===== src/design/pidq_pkg.sv =====
// Shared types and constants for the process-id deque.
`default_nettype none

package pidq_pkg;

    // Field widths of the item formats
    localparam int PID_W    = 8;
    localparam int CMD_W    = 3;
    localparam int STATUS_W = 3;
    localparam int POS_W    = 4;
    localparam int COUNT_W  = 5;

    // Padded stream widths
    localparam int S_DATA_W = 16;
    localparam int M_DATA_W = 24;

    // Command codes
    typedef enum logic [CMD_W-1:0] {
        CMD_APPEND    = 3'd0,
        CMD_TAKE_HEAD = 3'd1,
        CMD_TAKE_TAIL = 3'd2,
        CMD_REMOVE    = 3'd3,
        CMD_FIND      = 3'd4
    } cmd_t;

    // Result status codes
    typedef enum logic [STATUS_W-1:0] {
        ST_OK       = 3'd0,
        ST_EMPTY    = 3'd1,
        ST_FULL     = 3'd2,
        ST_BAD      = 3'd3,
        ST_NOTFOUND = 3'd4
    } status_t;

    // Per-cell slot control
    typedef struct packed {
        logic load;   // take the incoming id
        logic shift;  // take the neighbour's id (move towards the head)
    } cell_ctrl_t;

endpackage

`default_nettype wire


===== src/design/pidq_cell.sv =====
// One slot of the deque: holds an id, compares it, passes the first-match flag on.
`default_nettype none

module pidq_cell
    import pidq_pkg::*;
(
    input  wire logic             aclk,
    input  wire cell_ctrl_t       ctrl,
    input  wire logic [PID_W-1:0] pid,
    input  wire logic [PID_W-1:0] next_slot,  // slot of the neighbour nearer the tail
    input  wire logic             valid,      // slot lies inside the held count
    input  wire logic             found_in,   // a match lies nearer the head
    output logic [PID_W-1:0]      slot,
    output logic                  match,      // valid slot equals pid
    output logic                  hit,        // first match from the head
    output logic                  found_out
);

    logic [PID_W-1:0] slot_reg;

    // Slot storage: load from the command, or shift one place towards the head
    always_ff @(posedge aclk) begin
        if (ctrl.load) begin
            slot_reg <= pid;
        end else if (ctrl.shift) begin
            slot_reg <= next_slot;
        end
    end

    // Compare and first-match chain
    assign slot      = slot_reg;
    assign match     = valid && (slot_reg == pid);
    assign hit       = match && !found_in;
    assign found_out = found_in || match;

endmodule

`default_nettype wire


===== src/design/process_id_deque_with_removal.sv =====
// Top level of the process-id deque: a row of slot cells, command decode and result register.
//
// Usage:
//   s_ channel carries one command per item: cmd, pid and pid_alive.
//   m_ channel returns exactly one result item per command: the id appended,
//   taken, removed or found, a status code, the position of a found id, and
//   the count and empty/full flags after the command.
//   Every slot compares its id with the command's id at once and a first-match
//   flag ripples down the row; removal shifts every slot past the match one
//   place towards the head when the command is accepted. The result is
//   registered, so m_tvalid rises in the cycle after acceptance; one item per
//   cycle is sustained while the receiver takes results.
//   The result register is the only buffer: while it holds an untaken result
//   and m_tready is low, s_tready is low and the queue does not change.
//   Reset (aresetn low at a clock edge) empties the queue and drops any
//   waiting result; slot contents are not cleared, as no slot beyond the
//   held count is ever read.
`default_nettype none

module process_id_deque_with_removal
    import pidq_pkg::*;
#(
    parameter int MAX_PROCS = 16
) (
    input  wire logic                aclk,
    input  wire logic                aresetn,
    // s_tdata: cmd[2:0], pid[10:3], pid_alive[11], zero pad
    input  wire logic [S_DATA_W-1:0] s_tdata,
    input  wire logic                s_tvalid,
    output logic                     s_tready,
    // m_tdata: result_pid[7:0], status[10:8], position[14:11],
    //          entry_count[19:15], is_empty[20], is_full[21], zero pad
    output logic [M_DATA_W-1:0]      m_tdata,
    output logic                     m_tvalid,
    input  wire logic                m_tready
);

    localparam int CW = $clog2(MAX_PROCS + 1);
    localparam logic [CW-1:0]    FULL_COUNT = CW'(MAX_PROCS);
    localparam logic [PID_W:0]   PID_LIMIT  = (PID_W + 1)'(MAX_PROCS);

    // Input fields
    logic [CMD_W-1:0] cmd;
    logic [PID_W-1:0] pid;
    logic             pid_alive;

    assign cmd       = s_tdata[CMD_W-1:0];
    assign pid       = s_tdata[CMD_W +: PID_W];
    assign pid_alive = s_tdata[CMD_W + PID_W];

    // State
    logic [CW-1:0]       count_reg, count_next;
    logic                m_tvalid_reg;
    logic [M_DATA_W-1:0] m_tdata_reg, m_tdata_next;

    logic accept;
    assign s_tready = !m_tvalid_reg || m_tready;
    assign accept   = s_tvalid && s_tready;

    // Cell row signals
    cell_ctrl_t       ctrl    [MAX_PROCS];
    logic [PID_W-1:0] slot    [MAX_PROCS];
    logic [MAX_PROCS-1:0] match, hit, last;
    logic [MAX_PROCS:0]   found;
    logic [CW-1:0]        count_dec;

    assign found[0]  = 1'b0;
    assign count_dec = count_reg - CW'(1);

    // Command decode outcome
    logic do_load, do_shift_all, do_shift_hit;

    genvar gi;
    generate
        for (gi = 0; gi < MAX_PROCS; gi++) begin : g_cell
            logic [PID_W-1:0] nbr;
            if (gi == MAX_PROCS - 1) begin : g_end
                assign nbr = slot[gi];
            end else begin : g_mid
                assign nbr = slot[gi+1];
            end

            assign last[gi]       = (CW'(gi) == count_dec);
            assign ctrl[gi].load  = accept && do_load && (CW'(gi) == count_reg);
            assign ctrl[gi].shift = accept && (do_shift_all || (do_shift_hit && found[gi+1]));

            pidq_cell u_cell (
                .aclk      (aclk),
                .ctrl      (ctrl[gi]),
                .pid       (pid),
                .next_slot (nbr),
                .valid     (CW'(gi) < count_reg),
                .found_in  (found[gi]),
                .slot      (slot[gi]),
                .match     (match[gi]),
                .hit       (hit[gi]),
                .found_out (found[gi+1])
            );
        end
    endgenerate

    // Tail value and first-match position, gathered over the row
    logic [PID_W-1:0] tail_val;
    logic [POS_W-1:0] hit_pos;
    logic             tail_match;

    always_comb begin
        tail_val   = '0;
        hit_pos    = '0;
        tail_match = 1'b0;
        for (int i = 0; i < MAX_PROCS; i++) begin
            if (last[i]) begin
                tail_val = tail_val | slot[i];
            end
            if (hit[i]) begin
                hit_pos = hit_pos | POS_W'(i);
            end
            tail_match = tail_match | (match[i] & last[i]);
        end
    end

    // Command decode
    logic             is_empty_now, is_full_now, bad_id, any_hit;
    status_t          status;
    logic [PID_W-1:0] result_pid;
    logic [POS_W-1:0] position;

    assign is_empty_now = (count_reg == '0);
    assign is_full_now  = (count_reg == FULL_COUNT);
    assign bad_id       = ({1'b0, pid} >= PID_LIMIT) || !pid_alive;
    assign any_hit      = found[MAX_PROCS];

    always_comb begin
        status       = ST_OK;
        result_pid   = '0;
        position     = '0;
        count_next   = count_reg;
        do_load      = 1'b0;
        do_shift_all = 1'b0;
        do_shift_hit = 1'b0;
        unique case (cmd)
            CMD_APPEND: begin
                if (is_full_now) begin
                    status = ST_FULL;
                end else if (bad_id) begin
                    status = ST_BAD;
                end else begin
                    do_load    = 1'b1;
                    count_next = count_reg + CW'(1);
                    result_pid = pid;
                end
            end
            CMD_TAKE_HEAD: begin
                if (is_empty_now) begin
                    status = ST_EMPTY;
                end else begin
                    result_pid   = slot[0];
                    do_shift_all = 1'b1;
                    count_next   = count_dec;
                end
            end
            CMD_TAKE_TAIL: begin
                if (is_empty_now) begin
                    status = ST_EMPTY;
                end else begin
                    result_pid = tail_val;
                    count_next = count_dec;
                end
            end
            CMD_REMOVE: begin
                priority if (is_empty_now) begin
                    status = ST_EMPTY;
                end else if (bad_id) begin
                    status = ST_BAD;
                end else if (match[0]) begin
                    result_pid   = pid;
                    do_shift_all = 1'b1;
                    count_next   = count_dec;
                end else if (tail_match) begin
                    result_pid = pid;
                    count_next = count_dec;
                end else if (any_hit) begin
                    result_pid   = pid;
                    do_shift_hit = 1'b1;
                    count_next   = count_dec;
                end else begin
                    status = ST_NOTFOUND;
                end
            end
            CMD_FIND: begin
                priority if (is_empty_now) begin
                    status = ST_EMPTY;
                end else if (bad_id) begin
                    status = ST_BAD;
                end else if (any_hit) begin
                    result_pid = pid;
                    position   = hit_pos;
                end else begin
                    status = ST_NOTFOUND;
                end
            end
            default: begin
                // unused command codes leave the queue as it is
            end
        endcase
    end

    // Result packing
    always_comb begin
        m_tdata_next = '0;
        m_tdata_next[7:0]   = result_pid;
        m_tdata_next[10:8]  = status;
        m_tdata_next[14:11] = position;
        m_tdata_next[19:15] = COUNT_W'(count_next);
        m_tdata_next[20]    = (count_next == '0);
        m_tdata_next[21]    = (count_next == FULL_COUNT);
    end

    // Count and result register
    always_ff @(posedge aclk) begin
        if (!aresetn) begin
            count_reg    <= '0;
            m_tvalid_reg <= 1'b0;
        end else begin
            if (accept) begin
                count_reg    <= count_next;
                m_tvalid_reg <= 1'b1;
            end else if (m_tready) begin
                m_tvalid_reg <= 1'b0;
            end
        end
    end

    always_ff @(posedge aclk) begin
        if (accept) begin
            m_tdata_reg <= m_tdata_next;
        end
    end

    assign m_tvalid = m_tvalid_reg;
    assign m_tdata  = m_tdata_reg;

endmodule

`default_nettype wire

===== config.mk =====
export PLATFORM = sky130hd
export DESIGN_NAME = process_id_deque_with_removal
export DESIGN_NICKNAME = d
export VERILOG_FILES = /design/src/design/pidq_pkg.sv /design/src/design/pidq_cell.sv /design/src/design/process_id_deque_with_removal.sv
export SDC_FILE = /design/constraint.sdc
export NUM_CORES = 1
export LEC_CHECK = 0
export ABC_AREA = 0
export ABC_CLOCK_PERIOD_IN_PS = 6500
export BUFFER_PORTS_ARGS = -buffer_cell sky130_fd_sc_hd__buf_2
export CAP_MARGIN = 20
export CORE_MARGIN = 3
export CORE_UTILIZATION = 55
export DETAILED_ROUTE_END_ITERATION = 10
export PLACE_DENSITY_LB_ADDON = 0.25
export SETUP_SLACK_MARGIN = 0.4
export SKIP_CTS_REPAIR_TIMING = 1
export SYNTH_ARGS = -nofsm -noshare
export SYNTH_HDL_FRONTEND = slang
export SYNTH_HIERARCHICAL = 1
export SYNTH_SLANG_ARGS = --single-unit

===== constraint.sdc =====
create_clock -name aclk -period 6.5 [get_ports aclk]
set_clock_uncertainty 0.2 [all_clocks]
set_input_delay 1.95 -clock aclk [delete_from_list [all_inputs] [get_ports aclk]]
set_output_delay 1.95 -clock aclk [all_outputs]
set_load 0.05 [all_outputs]

Word-level counts from Yosys, hierarchy flattened:

Cells that the tools add are included.

* add/sub/neg operators: 2
* $mul: 0
* divide/modulo/power cells: 0
* order comparisons: 17
* equality and inequality tests: 52
* shift-type cells: 0
* multiplexer cells: 109
* bitwise operators: 48
* reduce and logical (&&, ||, !) cells: 150

Operators by type and width (number)
* $mux 8: 57
* $eq 8x8->1: 16
* $or 8x8->8: 15
* $eq 4x5->1 const A: 16
* $logic_and 1x1->1: 79
* $eq 3x5->1 const A: 8
* $lt 4x5->1 const A: 8
* $mux 5: 8
* $pmux 8 s5: 1
* $mux 3: 11
* $logic_or 1x1->1: 32
* $mux 4: 8
* $reduce_bool 2->1: 16
* $eq 2x5->1 const A: 4
* $lt 3x5->1 const A: 4
* $logic_not 1->1: 17
* $mux 1: 17
* $and 1x1->1: 16
* $logic_not 5->1: 3
* $or 1x1->1: 15
* $pmux 5 s3: 1
* $pmux 3 s4: 1
* $eq 1x5->1 const A: 2
* $eq 5x5->1 const B: 2
* 14 further kinds: 21

* register bits: 156
* latch bits: 0
* RAM bits: 0
* memory bits (read-only): 0
* output and inout bits: 26
* word-level logic and storage cells: 398
* memories: 0

Logic depth before layout (Yosys ltp):

* word-level depth: 35
* gate-level depth with buffers: 43

Hierarchy:

Netlist, hierarchy kept.

Modules (own cells, without submodules)
* pidq_cell: times used 16, cells each 33, area each 460.4 um^2, sequential area each 240.2 um^2
* process_id_deque_with_removal: times used 1, cells each 433, area each 3377.0 um^2, sequential area each 780.7 um^2

Worst setup path before layout:

OpenSTA, ideal clock, no wires.

* path type: input -> register
* start point: input port s_tdata[3]
* end point: register g_cell[3].u_cell.slot_reg[0] (enable)
* data arrival time: 6189 ps
* data required time: 5991 ps
* path slack: -198 ps
* stages: 39
* buffers on the path: 2
* cell sequence: xnor2_1 > nand4_1 > o31ai_2 > inv_1 > o31ai_2 > inv_1 > o31ai_2 > inv_1 > o31ai_2 > inv_1 > o31ai_2 > inv_1 > o31ai_2 > inv_1 > o31ai_2 > inv_1 > o31ai_2 > inv_1 > [3 not listed] > inv_1 > o31ai_2 > inv_1 > o31ai_2 > inv_1 > o31ai_2 > inv_1 > o31ai_2 > inv_1 > o31ai_2 > inv_1 > o31ai_2 > clkbuf_1 > a31oi_1 > nor2_2 > buf_2 > o21a_1 > or2_2

RTL lines
* start, declared: RTL line process_id_deque_with_removal.sv:28 `input wire logic [S_DATA_W-1:0] s_tdata,`
* end signal, assigned: RTL line pidq_cell.sv:24 `slot_reg <= pid;`
* end signal, assigned: RTL line pidq_cell.sv:26 `slot_reg <= next_slot;`
* end, declared: RTL line pidq_cell.sv:19 `logic [PID_W-1:0] slot_reg;`

Final worst setup path:

* start point: input port s_tdata[4]
* end point: register m_tdata_reg[21] (netlist: m_tdata[21]) (data pin)

* word-level cells in the longest chain between the ends: 24

RTL lines
* $eq 8x8->1: RTL line pidq_cell.sv:32 `assign match = valid && (slot_reg == pid);`
* $logic_and 1x1->1: RTL line pidq_cell.sv:32
* net found[1]: RTL line process_id_deque_with_removal.sv:64 `logic [MAX_PROCS:0] found;`
* $logic_or 1x1->1: RTL line pidq_cell.sv:34 `assign found_out = found_in || match;`
* net found[2]: RTL line process_id_deque_with_removal.sv:64
* $logic_or 1x1->1: RTL line pidq_cell.sv:34
* net found[3]: RTL line process_id_deque_with_removal.sv:64
* $logic_or 1x1->1: RTL line pidq_cell.sv:34
* net found[4]: RTL line process_id_deque_with_removal.sv:64
* [1 not listed]
* net found[5]: RTL line process_id_deque_with_removal.sv:64
* [1 not listed]
* net found[6]: RTL line process_id_deque_with_removal.sv:64
* [1 not listed]
* net found[7]: RTL line process_id_deque_with_removal.sv:64
* [1 not listed]
* net found[8]: RTL line process_id_deque_with_removal.sv:64
* [1 not listed]
* net found[9]: RTL line process_id_deque_with_removal.sv:64
* [1 not listed]
* net found[10]: RTL line process_id_deque_with_removal.sv:64
* [1 not listed]
* net found[11]: RTL line process_id_deque_with_removal.sv:64
* [1 not listed]
* net found[12]: RTL line process_id_deque_with_removal.sv:64
* [1 not listed]
* net found[13]: RTL line process_id_deque_with_removal.sv:64
* [1 not listed]
* net found[14]: RTL line process_id_deque_with_removal.sv:64
* [1 not listed]
* net found[15]: RTL line process_id_deque_with_removal.sv:64
* [1 not listed]
* net any_hit: RTL line process_id_deque_with_removal.sv:123 `logic is_empty_now, is_full_now, bad_id, any_hit;`
* [1 not listed]
* $mux 5: RTL line process_id_deque_with_removal.sv:179 `end else if (tail_match) begin`
* $mux 5: RTL line process_id_deque_with_removal.sv:175 `end else if (match[0]) begin`
* $mux 5: RTL line process_id_deque_with_removal.sv:173 `end else if (bad_id) begin`
* $mux 5: RTL line process_id_deque_with_removal.sv:171 `priority if (is_empty_now) begin`
* $pmux 5 s3: RTL line process_id_deque_with_removal.sv:141 `unique case (cmd)`
* net count_next[0]: RTL line process_id_deque_with_removal.sv:52 `logic [CW-1:0] count_reg, count_next;`
* $eq 5x5->1: RTL line process_id_deque_with_removal.sv:216 `m_tdata_next[21] = (count_next == FULL_COUNT);`
* net m_tdata_next[21]: RTL line process_id_deque_with_removal.sv:54 `logic [M_DATA_W-1:0] m_tdata_reg, m_tdata_next;`
* end signal, assigned: RTL line process_id_deque_with_removal.sv:236 `m_tdata_reg <= m_tdata_next;`
* end, declared: RTL line process_id_deque_with_removal.sv:54

The timed path passes the listed nets, and every way through them passes these cells.
A chain may end at the register's enable or synchronous reset.

==> key figures <==
Timing
  – Fmax: 168 MHz
  – Tightest Pin Transition: ~0.9 ns
  – Final Hold Vio Count: 0
  – Fin crit period: 5.94 ns
  – Period utilisation layout: 91.4%
  – Slew Limit Headroom: 39.7%
  – Max-slew violations: 0
  – RSZ-0062 raised after global routing: true
  – # setup viols final: 0

Place
  – GP Congestion: a little over 1
  – DP Area: between 10,000 and 15,000 um2
  – Port bufs: 39
  – Placed Instances: approximately 1.3k
  – DP HPWL: around 26,000 um

Run
  – Max-Cap Viols: 0

Worst setup path
  – Slowest CP cell: a221oi_1
  – Reg-to-Reg End: m_tdata[20]$_DFFE_PP_
  – WP buf/inv: 17
  – CP Data Arrival Time: ~6 ns
  – CP delay by family, top: compound AO/OA/AOI/OAI gates
  – Worst r2r src: count_reg[2]$_SDFFE_PN0P_
  – Worst Setup Start Kind: input pin
  – Path depth of the worst reg2reg path: 39
  – Kind of critical path: in2reg
  – CP max stage delay: 0.47 ns
  – Reg-to-reg slack, setup: 0.95 ns
  – Worst-path maximum fanout: 6
  – Most used cell, CP: o31ai_4
  – Critical path capture point type: register
  – Crit path required time: 6.49 ns

Yosys
  – Synthesized cell area: between 10,000 and 15,000 um2
  – YS warnings: 6
  – Syn Inst Count: 960
  – Synth Area per Inst: between 10 and 15 um2

Global route
  – GRT overflow: 0
  – Met1 Use GR: about 45%
  – Pin count of the biggest net entering global routing: 28
  – GR peak layer: met2
  – All-Layer GR Usage: about a third
  – Met2 Track Usage GR: around half
  – First-pass GRT wire length: roughly 53,000 um
  – M3 GR Usage: under 10%
  – Antenna violations before repair: 0
  – Vias in the first global route: about 8.4k

Clock tree
  – CTS tree: built
  – H-tree depth: 4
  – TritonCTS Buffers: 17
  – Clk sinks: between 150 and 200
  – Clock slew at reported path FFs: approximately 0.070 ns
  – CTS root buffer: clkbuf_16
  – Clock latency on the worst-skew pair: between 0.4 and 0.5 ns
  – Clock buffer depth: 2

Floorplan
  – # rows: 50
  – Core footprint: between 15,000 and 20,000 um2
  – Height of the die: approximately 150 um
  – I/O pin cnt: 46
  – DIE WIDTH: around 150 um
  – DIE AREA: 21,200 um2
  – Initial Util: 56.6%

Worst hold path
  – HP Start: m_tvalid$_SDFFE_PN0P_
  – HP Class: reg2reg
  – Hold depth: 2
  – Hold EP: m_tvalid$_SDFFE_PN0P_

Final layout
  – Fin area: 12,400 um2
  – Fill count: between 1.5k and 2k
  – # nets final: ~1.1k
  – Storage element area: between 4000 and 5000 um2
  – Share of cells above drive strength 1: 34.2%
  – Area delta synth->final: 15.5%
  – Area of the multi-input gates: ~6000 um2
  – Max FFs per register: about 130
  – Finished Layout Cells: about 1.3k
  – Diodes inserted: 0

Power
  – P_sw: around 0.67 mW
  – Worst VDD drop: ~0.19 mV
  – Overall power: 2.47 mW
  – Power per cell area: ~200 nW/um2
  – Clk pwr share: ~40%
  – Internal Power: around 1.8 mW
  – Comb power frac: between 10 and 15%
  – Switching part of the total: between 20% and 30%
  – Leakage: between 4 and 5 nW
  – Part of the power in registers: between 40 and 50%

Route
  – Drt wl/cell: between 20 and 30 um
  – DR vias/cell: around 6.8
  – DR vias: 8,834
  – Antenna viol nets, final: 0
  – DR iter-0 viols: around 1.4k
  – # DRC: 0
  – Number of detailed-route iterations in the first pass: 7
  – WL final: between 30,000 and 40,000 um

Status
  – Run status: finished clean
==> per-layer routing <==
| layer | part of all wire (%) | up-vias |
|---|---|---|
| li1 | - | 3813 |
| met1 | 40 | 4304 |
| met2 | 45 | 597 |
| met3 | 10 | 120 |
| met4 | 5.5 | 0 |
| met5 | 0 | - |
==> placed cells by master, fill, tap and decap left out, types with 23 or more instances in the layout <==
| cell | count |
|---|---|
| edfxtp_1 | 150 |
| nor2_1 | 36 |
| nand4_1 | 23 |
| mux2_2 | 129 |
| buf_2 | 31 |
| nor3_1 | 29 |
| xnor2_1 | 121 |
| buf_4 | 66 |
| nand3_1 | 27 |
| nand2_1 | 49 |
| a22oi_1 | 42 |
==> worst register-to-register path, delay by kind of cell (launching register included) <==
| family | cells | cell delay (ns) |
|---|---|---|
| flip-flops | 1 | 0.30 |
| AND/OR/NAND/NOR | 5 | 1.73 |
| AO/OA/AOI/OAI | 18 | 1.81 |
| buffers and inverters | 16 | 1.41 |
==> worst max-delay path by stage <==
stage / start / endpoint / cells after the start
after floorplan: s_tdata[5] / m_tdata[20]$_DFFE_PP_ / 39
after global placement: s_tdata[6] / m_tdata[20]$_DFFE_PP_ / 39
after detailed placement: s_tdata[6] / m_tdata[20]$_DFFE_PP_ / 39
after CTS: s_tdata[6] / m_tdata[20]$_DFFE_PP_ / 39
after global routing: s_tdata[4] / m_tdata[20]$_DFFE_PP_ / 39
final: s_tdata[4] / m_tdata[21]$_DFFE_PP_ / 39
==> per-stage QoR <==
step	worst slack (ns)	hold WS, ns	utilization, %	TNS (ns)
after floorplan	0.382	0.342	-	0
after global placement	-0.00964	0.317	61.2	-0.0111
after detailed placement	-0.0586	0.334	61.2	-1.77
after CTS	0.376	0.343	64.3	0
after global routing	0.328	0.382	65.4	0
final	0.556	0.342	65.4	0
==> power groups by stage <==
stage | combinational (mW) | sequential, mW | clock [mW]
after floorplan | 0.174 | 1.17 | 0
after global placement | 0.323 | 1.14 | 0
after detailed placement | 0.326 | 1.14 | 0
after CTS | 0.328 | 1.12 | 1.02
after global routing | 0.367 | 1.12 | 1.07
final | 0.349 | 1.12 | 1.01
==> cell type report <==
type / instances / area share, %
flip-flops and latches: 156 / 37.3
multi-input cells: 720 / 48.5
clock inverters: 14 / 1.28
inverters: 31 / 0.939
well taps: 260 / 2.62
clock buffers: 18 / 3.46
repair buffers: 105 / 5.93
No activity file was read; power rests on OpenSTA's default activity.
